<file path="config.mk">
export PLATFORM = sky130hd
export DESIGN_NAME = taylor_series_sin_cos_exp
export DESIGN_NICKNAME = d
export VERILOG_FILES = /design/src/design/tsc_pkg.sv /design/src/design/tsc_dp.sv /design/src/design/taylor_series_sin_cos_exp.sv
export SDC_FILE = /design/constraint.sdc
export NUM_CORES = 2
export LEC_CHECK = 0
export BUFFER_PORTS_ARGS = -buffer_cell sky130_fd_sc_hd__buf_2
export CAP_MARGIN = 20
export CORE_UTILIZATION = 35
export DETAILED_ROUTE_END_ITERATION = 10
export PLACE_DENSITY_LB_ADDON = 0.2
export SLEW_MARGIN = 40
export SYNTH_ARGS = -nofsm -noshare
export SYNTH_HDL_FRONTEND = slang
export SYNTH_SLANG_ARGS = --single-unit
export TNS_END_PERCENT = 20
</file>
<file path="constraint.sdc">
create_clock -name clk -period 31.4 [get_ports clk]
set_input_delay 1.57 -clock clk [delete_from_list [all_inputs] [get_ports clk]]
set_output_delay 1.57 -clock clk [all_outputs]
set_load 0.01 [all_outputs]
</file>
<file path="src/design/tsc_pkg.sv">
// shared types, codes and microcode program for the taylor series unit
`timescale 1ns / 1ps
package tsc_pkg;

	// fixed-point formats
	localparam int FRAC_BITS = 28;
	localparam int ARG_W     = 32;
	localparam int RES_W     = 42;
	localparam int MT_W      = 38;
	localparam int MT_LO_W   = 19;
	localparam int MT_HI_W   = MT_W - MT_LO_W;
	localparam int PROD_W    = MT_LO_W + ARG_W;
	localparam int ACC_W     = MT_W + ARG_W;
	localparam int QUOT_W    = ACC_W - 1 - FRAC_BITS;
	localparam int SUM_W     = 48;

	// term divider: eight quotient bits per step
	localparam int DIV_BITS   = 8;
	localparam int DIV_STEPS  = 6;
	localparam int DVD_W      = DIV_BITS * DIV_STEPS;
	localparam int DCNT_W     = 3;
	localparam logic [DCNT_W-1:0] DIV_LAST = DCNT_W'(DIV_STEPS - 1);

	localparam logic [4:0] HALF_TERMS_RST = 5'd6;

	// operation select
	localparam logic [1:0] REQ_COS = 2'd0;
	localparam logic [1:0] REQ_SIN = 2'd1;
	localparam logic [1:0] REQ_EXP = 2'd2;
	localparam logic [1:0] REQ_BAD = 2'd3;

	// status codes
	localparam logic [1:0] ST_OK      = 2'd0;
	localparam logic [1:0] ST_INVALID = 2'd1;
	localparam logic [1:0] ST_SAT     = 2'd2;

	// datapath operations
	localparam logic [2:0] OP_NOP      = 3'd0;
	localparam logic [2:0] OP_INIT     = 3'd1;
	localparam logic [2:0] OP_MUL_LO   = 3'd2;
	localparam logic [2:0] OP_MUL_HI   = 3'd3;
	localparam logic [2:0] OP_DIV_LOAD = 3'd4;
	localparam logic [2:0] OP_DIV_STEP = 3'd5;
	localparam logic [2:0] OP_TERM     = 3'd6;
	localparam logic [2:0] OP_FINISH   = 3'd7;

	// jump conditions
	localparam logic [1:0] JC_NONE    = 2'd0;
	localparam logic [1:0] JC_INVALID = 2'd1;
	localparam logic [1:0] JC_DIV     = 2'd2;
	localparam logic [1:0] JC_TERM    = 2'd3;

	// program steps
	localparam int PC_W = 3;
	localparam logic [PC_W-1:0] PC_INIT     = 3'd0;
	localparam logic [PC_W-1:0] PC_MUL_LO   = 3'd1;
	localparam logic [PC_W-1:0] PC_MUL_HI   = 3'd2;
	localparam logic [PC_W-1:0] PC_DIV_LOAD = 3'd3;
	localparam logic [PC_W-1:0] PC_DIV_STEP = 3'd4;
	localparam logic [PC_W-1:0] PC_TERM     = 3'd5;
	localparam logic [PC_W-1:0] PC_FINISH   = 3'd6;

	typedef struct packed {
		logic [1:0]              req_type;
		logic signed [ARG_W-1:0] arg;
	} req_t;

	typedef struct packed {
		logic signed [RES_W-1:0] result;
		logic [1:0]              status;
	} rsp_t;

	typedef struct packed {
		logic [2:0]      op;
		logic [1:0]      jc;
		logic [PC_W-1:0] target;
	} uword_t;

	typedef struct packed {
		logic       load;
		logic [2:0] op;
	} ctl_t;

	typedef struct packed {
		logic invalid;
		logic div_more;
		logic term_more;
	} dp_st_t;

	// microcode rom
	function automatic uword_t ucode(input logic [PC_W-1:0] pc);
		uword_t w;
		unique case (pc)
			PC_INIT:     w = '{op: OP_INIT,     jc: JC_INVALID, target: PC_FINISH};
			PC_MUL_LO:   w = '{op: OP_MUL_LO,   jc: JC_NONE,    target: PC_INIT};
			PC_MUL_HI:   w = '{op: OP_MUL_HI,   jc: JC_NONE,    target: PC_INIT};
			PC_DIV_LOAD: w = '{op: OP_DIV_LOAD, jc: JC_NONE,    target: PC_INIT};
			PC_DIV_STEP: w = '{op: OP_DIV_STEP, jc: JC_DIV,     target: PC_DIV_STEP};
			PC_TERM:     w = '{op: OP_TERM,     jc: JC_TERM,    target: PC_MUL_LO};
			default:     w = '{op: OP_FINISH,   jc: JC_NONE,    target: PC_INIT};
		endcase
		return w;
	endfunction

endpackage

</file>
<file path="src/design/tsc_dp.sv">
// datapath of the taylor series unit: shared multiplier, term divider, accumulator
`timescale 1ns / 1ps
module tsc_dp #(
	parameter int MAX_HALF_TERMS = 16
) (
	input  logic            clk,
	input  logic            arst_n,
	input  tsc_pkg::ctl_t   ctl,
	input  tsc_pkg::req_t   req,
	input  logic [4:0]      half_terms,
	output tsc_pkg::dp_st_t st,
	output tsc_pkg::rsp_t   rsp
);
	import tsc_pkg::*;

	localparam int KW = $clog2(2 * MAX_HALF_TERMS);
	localparam logic [KW-1:0] LAST_MAX = KW'(2 * MAX_HALF_TERMS - 1);
	localparam logic [MT_W-1:0] ONE_MT = MT_W'(1) << FRAC_BITS;
	localparam logic signed [SUM_W-1:0] ONE_SUM = SUM_W'(1) << FRAC_BITS;
	localparam logic signed [SUM_W-1:0] RES_MAX = (SUM_W'(1) << (RES_W - 1)) - SUM_W'(1);
	localparam logic signed [SUM_W-1:0] RES_MIN = -(SUM_W'(1) << (RES_W - 1));

	logic [1:0]              sel_q;
	logic signed [ARG_W-1:0] x_q;
	logic [ARG_W-1:0]        mx_q;
	logic                    negx_q;
	logic [KW-1:0]           k_q;
	logic [KW-1:0]           last_q;
	logic [MT_W-1:0]         mt_q;
	logic                    negt_q;
	logic signed [SUM_W-1:0] sum_q;
	logic [ACC_W-1:0]        acc_q;
	logic [DVD_W-1:0]        dvd_q;
	logic [KW-1:0]           rem_q;
	logic [DCNT_W-1:0]       dcnt_q;

	logic [KW-1:0]           last_n;
	logic [MT_LO_W-1:0]      mul_a;
	logic [PROD_W-1:0]       prod;
	logic [DVD_W-1:0]        dvd_n;
	logic [KW-1:0]           rem_n;
	logic [MT_W-1:0]         mt_n;
	logic                    negt_n;
	logic                    add_en;
	logic                    flip;
	logic signed [SUM_W-1:0] mag;
	logic signed [SUM_W-1:0] tv;

	// last term index from the register, clamped to the supported range
	always_comb begin
		if (half_terms == 5'd0) begin
			last_n = KW'(1);
		end else if (int'(half_terms) > MAX_HALF_TERMS) begin
			last_n = LAST_MAX;
		end else begin
			last_n = KW'({half_terms, 1'b0} - 6'd1);
		end
	end

	// shared multiplier: one half of the term magnitude by |x|
	assign mul_a = (ctl.op == OP_MUL_HI) ? MT_LO_W'(mt_q[MT_W-1:MT_LO_W]) : mt_q[MT_LO_W-1:0];
	assign prod  = PROD_W'(mul_a) * PROD_W'(mx_q);

	// restoring division by k, eight quotient bits per step
	always_comb begin
		logic [KW:0]       r;
		logic [DVD_W-1:0]  d;
		r = {1'b0, rem_q};
		d = dvd_q;
		for (int i = 0; i < DIV_BITS; i++) begin
			r = {r[KW-1:0], d[DVD_W-1]};
			d = {d[DVD_W-2:0], 1'b0};
			if (r >= {1'b0, k_q}) begin
				r = r - {1'b0, k_q};
				d[0] = 1'b1;
			end
		end
		rem_n = r[KW-1:0];
		dvd_n = d;
	end

	// next term and whether it enters the sum for the selected series
	assign mt_n   = dvd_q[MT_W-1:0];
	assign negt_n = negt_q ^ negx_q;
	assign flip   = (sel_q != REQ_EXP) && k_q[1];
	assign mag    = SUM_W'(mt_n);
	assign tv     = (negt_n ^ flip) ? -mag : mag;
	always_comb begin
		case (sel_q)
			REQ_COS: add_en = ~k_q[0];
			REQ_SIN: add_en = k_q[0] && (k_q != KW'(1));
			default: add_en = 1'b1;
		endcase
	end

	// request capture
	always_ff @(posedge clk) begin
		if (ctl.load) begin
			sel_q <= req.req_type;
			x_q   <= req.arg;
		end
	end

	// sequence counters
	always_ff @(posedge clk or negedge arst_n) begin
		if (!arst_n) begin
			k_q    <= '0;
			dcnt_q <= '0;
		end else begin
			case (ctl.op)
				OP_INIT:     k_q <= KW'(1);
				OP_TERM:     k_q <= k_q + KW'(1);
				OP_DIV_LOAD: dcnt_q <= '0;
				OP_DIV_STEP: dcnt_q <= dcnt_q + DCNT_W'(1);
				default: ;
			endcase
		end
	end

	// arithmetic registers, driven by the current control word
	always_ff @(posedge clk) begin
		case (ctl.op)
			OP_INIT: begin
				negx_q <= x_q[ARG_W-1];
				mx_q   <= x_q[ARG_W-1] ? ARG_W'(-x_q) : ARG_W'(x_q);
				last_q <= last_n;
				mt_q   <= ONE_MT;
				negt_q <= 1'b0;
				sum_q  <= (sel_q == REQ_SIN) ? SUM_W'(x_q) : ONE_SUM;
			end
			OP_MUL_LO: begin
				acc_q <= ACC_W'(prod);
			end
			OP_MUL_HI: begin
				acc_q <= acc_q + (ACC_W'(prod) << MT_LO_W);
			end
			OP_DIV_LOAD: begin
				dvd_q <= DVD_W'(acc_q[ACC_W-2:FRAC_BITS]);
				rem_q <= '0;
			end
			OP_DIV_STEP: begin
				dvd_q <= dvd_n;
				rem_q <= rem_n;
			end
			OP_TERM: begin
				mt_q   <= mt_n;
				negt_q <= negt_n;
				if (add_en) begin
					sum_q <= sum_q + tv;
				end
			end
			default: ;
		endcase
	end

	// status to the sequencer
	assign st.invalid   = (sel_q == REQ_BAD);
	assign st.div_more  = (dcnt_q != DIV_LAST);
	assign st.term_more = (k_q != last_q);

	// final value with saturation
	always_comb begin
		if (sel_q == REQ_BAD) begin
			rsp.result = '0;
			rsp.status = ST_INVALID;
		end else if (sum_q > RES_MAX) begin
			rsp.result = RES_MAX[RES_W-1:0];
			rsp.status = ST_SAT;
		end else if (sum_q < RES_MIN) begin
			rsp.result = RES_MIN[RES_W-1:0];
			rsp.status = ST_SAT;
		end else begin
			rsp.result = sum_q[RES_W-1:0];
			rsp.status = ST_OK;
		end
	end

endmodule

</file>
<file path="src/design/taylor_series_sin_cos_exp.sv">
// top level of the taylor series unit for cosine, sine and exponential.
// A request (req_type, arg in Q4.28) is taken at a clock edge where start is high and busy
// is low; one result (Q14.28, saturated, with status) appears on rsp with done high for exactly
// one cycle and cannot be held off. The series is summed term by term, each term being
// the previous one times |x| over k. A microcode sequencer drives one shared 19x32 multiplier
// (two passes per term) and a divider by k that yields eight quotient bits per cycle. With
// h the clamped half-term count, busy stays high while the 2h-1 terms are summed; an invalid
// select skips the terms. A new request may be accepted in the cycle its predecessor's result
// shows. half_terms is written through cfg_valid/cfg_ready while the unit is idle.
`timescale 1ns / 1ps
module taylor_series_sin_cos_exp #(
	parameter int MAX_HALF_TERMS = 16
) (
	input  logic           clk,
	input  logic           arst_n,
	input  logic           start,
	output logic           busy,
	input  tsc_pkg::req_t  req,
	output logic           done,
	output tsc_pkg::rsp_t  rsp,
	input  logic           cfg_valid,
	output logic           cfg_ready,
	input  logic [4:0]     cfg_data
);
	import tsc_pkg::*;

	logic            busy_q;
	logic            done_q;
	logic [PC_W-1:0] pc_q;
	logic [4:0]      half_terms_q;
	rsp_t            rsp_q;

	uword_t  uw;
	ctl_t    ctl;
	dp_st_t  st;
	rsp_t    dp_rsp;
	logic    accept;
	logic    taken;

	assign accept    = start && !busy_q;
	assign cfg_ready = !busy_q;

	// configuration register
	always_ff @(posedge clk or negedge arst_n) begin
		if (!arst_n) begin
			half_terms_q <= HALF_TERMS_RST;
		end else if (cfg_valid && cfg_ready) begin
			half_terms_q <= cfg_data;
		end
	end

	// microcode fetch and jump decision
	assign uw = ucode(pc_q);
	always_comb begin
		unique case (uw.jc)
			JC_INVALID: taken = st.invalid;
			JC_DIV:     taken = st.div_more;
			JC_TERM:    taken = st.term_more;
			default:    taken = 1'b0;
		endcase
	end

	assign ctl.load = accept;
	assign ctl.op   = busy_q ? uw.op : OP_NOP;

	// sequencer: step counter and run flag
	always_ff @(posedge clk or negedge arst_n) begin
		if (!arst_n) begin
			busy_q <= 1'b0;
			done_q <= 1'b0;
			pc_q   <= PC_INIT;
		end else begin
			done_q <= 1'b0;
			if (accept) begin
				busy_q <= 1'b1;
				pc_q   <= PC_INIT;
			end else if (busy_q) begin
				if (uw.op == OP_FINISH) begin
					busy_q <= 1'b0;
					done_q <= 1'b1;
				end else begin
					pc_q <= taken ? uw.target : pc_q + PC_W'(1);
				end
			end
		end
	end

	// result beat register
	always_ff @(posedge clk) begin
		if (busy_q && uw.op == OP_FINISH) begin
			rsp_q <= dp_rsp;
		end
	end

	tsc_dp #(
		.MAX_HALF_TERMS(MAX_HALF_TERMS)
	) u_dp (
		.clk        (clk),
		.arst_n     (arst_n),
		.ctl        (ctl),
		.req        (req),
		.half_terms (half_terms_q),
		.st         (st),
		.rsp        (dp_rsp)
	);

	assign busy = busy_q;
	assign done = done_q;
	assign rsp  = rsp_q;

`ifndef SYNTHESIS
	// a result beat only follows a busy cycle
	a_done_after_busy: assert property (@(posedge clk) disable iff (!arst_n)
		done_q |-> $past(busy_q))
		else $error("result beat without a running request");

	// the run ends exactly with a result beat
	a_busy_fall_done: assert property (@(posedge clk) disable iff (!arst_n)
		$fell(busy_q) |-> done_q)
		else $error("request ended without a result beat");

	// an accepted request starts a run at the program entry
	a_accept_runs: assert property (@(posedge clk) disable iff (!arst_n)
		accept |=> (busy_q && pc_q == PC_INIT))
		else $error("accepted request did not start the program");

	// an invalid select always reports a zero result
	a_invalid_zero: assert property (@(posedge clk) disable iff (!arst_n)
		(done_q && rsp_q.status == ST_INVALID) |-> (rsp_q.result == '0))
		else $error("invalid select with nonzero result");
`endif

endmodule

</file>
==> reports/results.ini <==
[grt]
grt_use_total = 0.2047
grt_max_degree = 76
grt_busiest_layer = met2
gr-usage-met2 = 0.3416
grt_pass1_wl_um = 183200
antenna_found_initial = 10
grt_pass1_vias = 30870
use_met1 = 0.2869
grtUsageMet3 = 0.02117
overflow = 0

[placed_design]
io_buffer_count = 89
post-place-ws_ps = 15020
gp_congestion = 0.8507
hpwlAfterDp_um = 88060

[finish]
drive_above_1_share = 0.07093
area.growth.synth_to_final_pct = 8.984
nets = 5146

[setup_path]
endpoint_kind = register
critPathArrivalTime_ps = 16450
critPathMaxFanout = 12
worstSetupPathType = reg2reg
crit_required_ps = 31700
start_kind = register
cp_slowest_cell = a21boi_2
max_stage_delay_ps = 550

[route]
first_pass_iters = 5
drt_iter0_markers = 1717
drt_wl_total_um = 118000
detail_route.wl_per_cell_um = 20.24
vias = 30060
drc_errors = 0
vias_per_cell = 5.156
antenna_left = 0

[worst_hold_path]
worstHoldPathType = reg2reg

[clocking]
cts_tree = built
cts_sinks = 323
clk_latency_ps = 560
h-tree-depth = 2
root_buffer = clkbuf_16
clk_pin_slew_worst_paths_ps = 60
cts_resized = 0
postCtsSetupRepairBufs = 0
cts.path.max_buffers = 3
numCtsBuffers = 38
ctsHoldBuffers = 0

[synthesis]
synth.area.top_cells = fa_1 (26%), edfxtp_1 (23%), ha_1 (8.9%)
syn_avg_cell_area_um2 = 9.276
synth_ff_type = edfxtp_1
synth_seq_cells = 323
synth_largest_area_cell = fa_1
synth-edff-count = 305
yosysMostFrequentCell = nand2_1
ys_types = 90
ys_warn_count = 0
yosysSeqAreaShare = 0.2412
ys_async_sr_fraction = 0.05573
postSynthCellCount = 4297
yosysTopAreaCellShare = 0.2607
synthTopCellsByCount = nand2_1 (722), inv_1 (591), fa_1 (519), edfxtp_1 (305), ha_1 (284)
synth_nets = 5143
syn-cell-area_um2 = 39860

[floorplanning]
chipHeight_um = 339.5
dieArea_um2 = 115200
die_w_um = 339.5
core_region_area_um2 = 112700
initial_core_util = 0.3538
top_level_ports = 90
row_count = 123

[sta]
slew-limit-headroom = 0.4419
post-route-worst-setup-slack_ps = 15260
fin_tns_setup_ps = 0
post-route-period-util = 0.5141
setup-violations-final = 0
hold_viol_final = 0
maxSlewViolCount = 0
skew_ps = 18.08
timing.hold.ws_ps = 506.7
period_needed_ps = 16140
worst_slew_pin_slew_ps = 828.3
rsz0062_at_grt = no
fmax_mhz = 61.95

[run_status]
status = finished clean

[run]
maxCapViolations = 0

[worst max-delay path, delay by kind of cell, from the launching register on]
family / cells / cell delay (ps)
flip-flops: 1 / 370
buffers and inverters: 6 / 1080
AO/OA/AOI/OAI: 29 / 6910
adder cells (fa/ha/maj): 8 / 2590
multiplexers: 3 / 1280
AND/OR/NAND/NOR: 20 / 3620
[metal layers]
layer	wire length, µm	part of all wire
met1	53910	0.46
met4	2452	0.021
met2	55830	0.47
met5	13	0.00011
met3	5787	0.049
[kinds of logic (layout without fill, tap and decap cells)]
kind of cell,Yosys count,in the layout,synth area share
XOR/XNOR,216,216,0.04781
buffers and inverters,792,823,0.07509
AND/OR/NAND/NOR,1436,1436,0.1664
multiplexers,30,30,0.008444
AO/OA/AOI/OAI,697,697,0.1112
other,0,1,0
flip-flops,323,323,0.2412
adder cells (fa/ha/maj),803,803,0.3498
[registers in the layout, summed over array words and instances (netlist names), 3 cells and up]
name,flops
u_dp.mt_q,38
u_dp.rem_q,5
u_dp.sum_q,48
u_dp.dcnt_q,3
u_dp.mx_q,32
u_dp.x_q,32
half_terms_q,5
pc_q,3
rsp,44
u_dp.acc_q,50
u_dp.last_q,4
u_dp.dvd_q,48
u_dp.k_q,5
[final cells by class]
| cell class | instances | area, µm² |
|---|---|---|
| timing repair buffer | 163 | 1069 |
| inverter | 592 | 2222 |
| clock buffer | 47 | 1016 |
| fill | 11470 | 69220 |
| antenna | 1 | 2.502 |
| sequential | 323 | 9612 |
| clock inverter | 21 | 221.5 |
| tap | 1500 | 1877 |
| multi-input combinational | 3182 | 27420 |
[per-stage QoR]
step                cell area, µm²    util  instances
floorplan                    39860       -       4297
global placement             42020  0.3730       5748
detailed placement           42140  0.3740       5756
CTS                          43370  0.3850       5824
global route                 43440  0.3856       5828
finish                       43440  0.3856       5829
[placed cells by master (no fill, tap or decap), drive strengths merged, types with 70 or more instances in the layout]
master  netlist  layout
nand2       722     722
inv         592     593
fa          519     519
edfxtp      305     305
ha          284     284
nor2        195     195
o21ai       193     193
a21oi       175     175
buf          38     163
xnor2       145     145
nor2b       142     142
a21o        128     128
and2        106     106
nand3        76      76
xor2         70      70
[final timing paths]
path | startpoint | end | slack, ps | depth (start not counted)
setup / recovery | u_dp.k_q[1]$_DFFE_PN0P_ | u_dp.rem_q[0]$_SDFFCE_PN0P_ | 15260 | 66
hold / removal | u_dp.dcnt_q[2]$_DFFE_PN0P_ | u_dp.dcnt_q[2]$_DFFE_PN0P_ | 510 | 1
setup reg to reg | u_dp.k_q[1]$_DFFE_PN0P_ | u_dp.rem_q[0]$_SDFFCE_PN0P_ | 15260 | 66
hold reg to reg | u_dp.dcnt_q[2]$_DFFE_PN0P_ | u_dp.dcnt_q[2]$_DFFE_PN0P_ | 510 | 1
max in group asynchronous | arst_n | half_terms_q[1]$_DFFE_PN1P_ | 30100 | 1
min in group asynchronous | arst_n | half_terms_q[0]$_DFFE_PN0P_ | 960 | 1
Power is left out: the tool's default activity adds up to more than one toggle a clock period on the data nets, which glitch-free logic cannot reach.
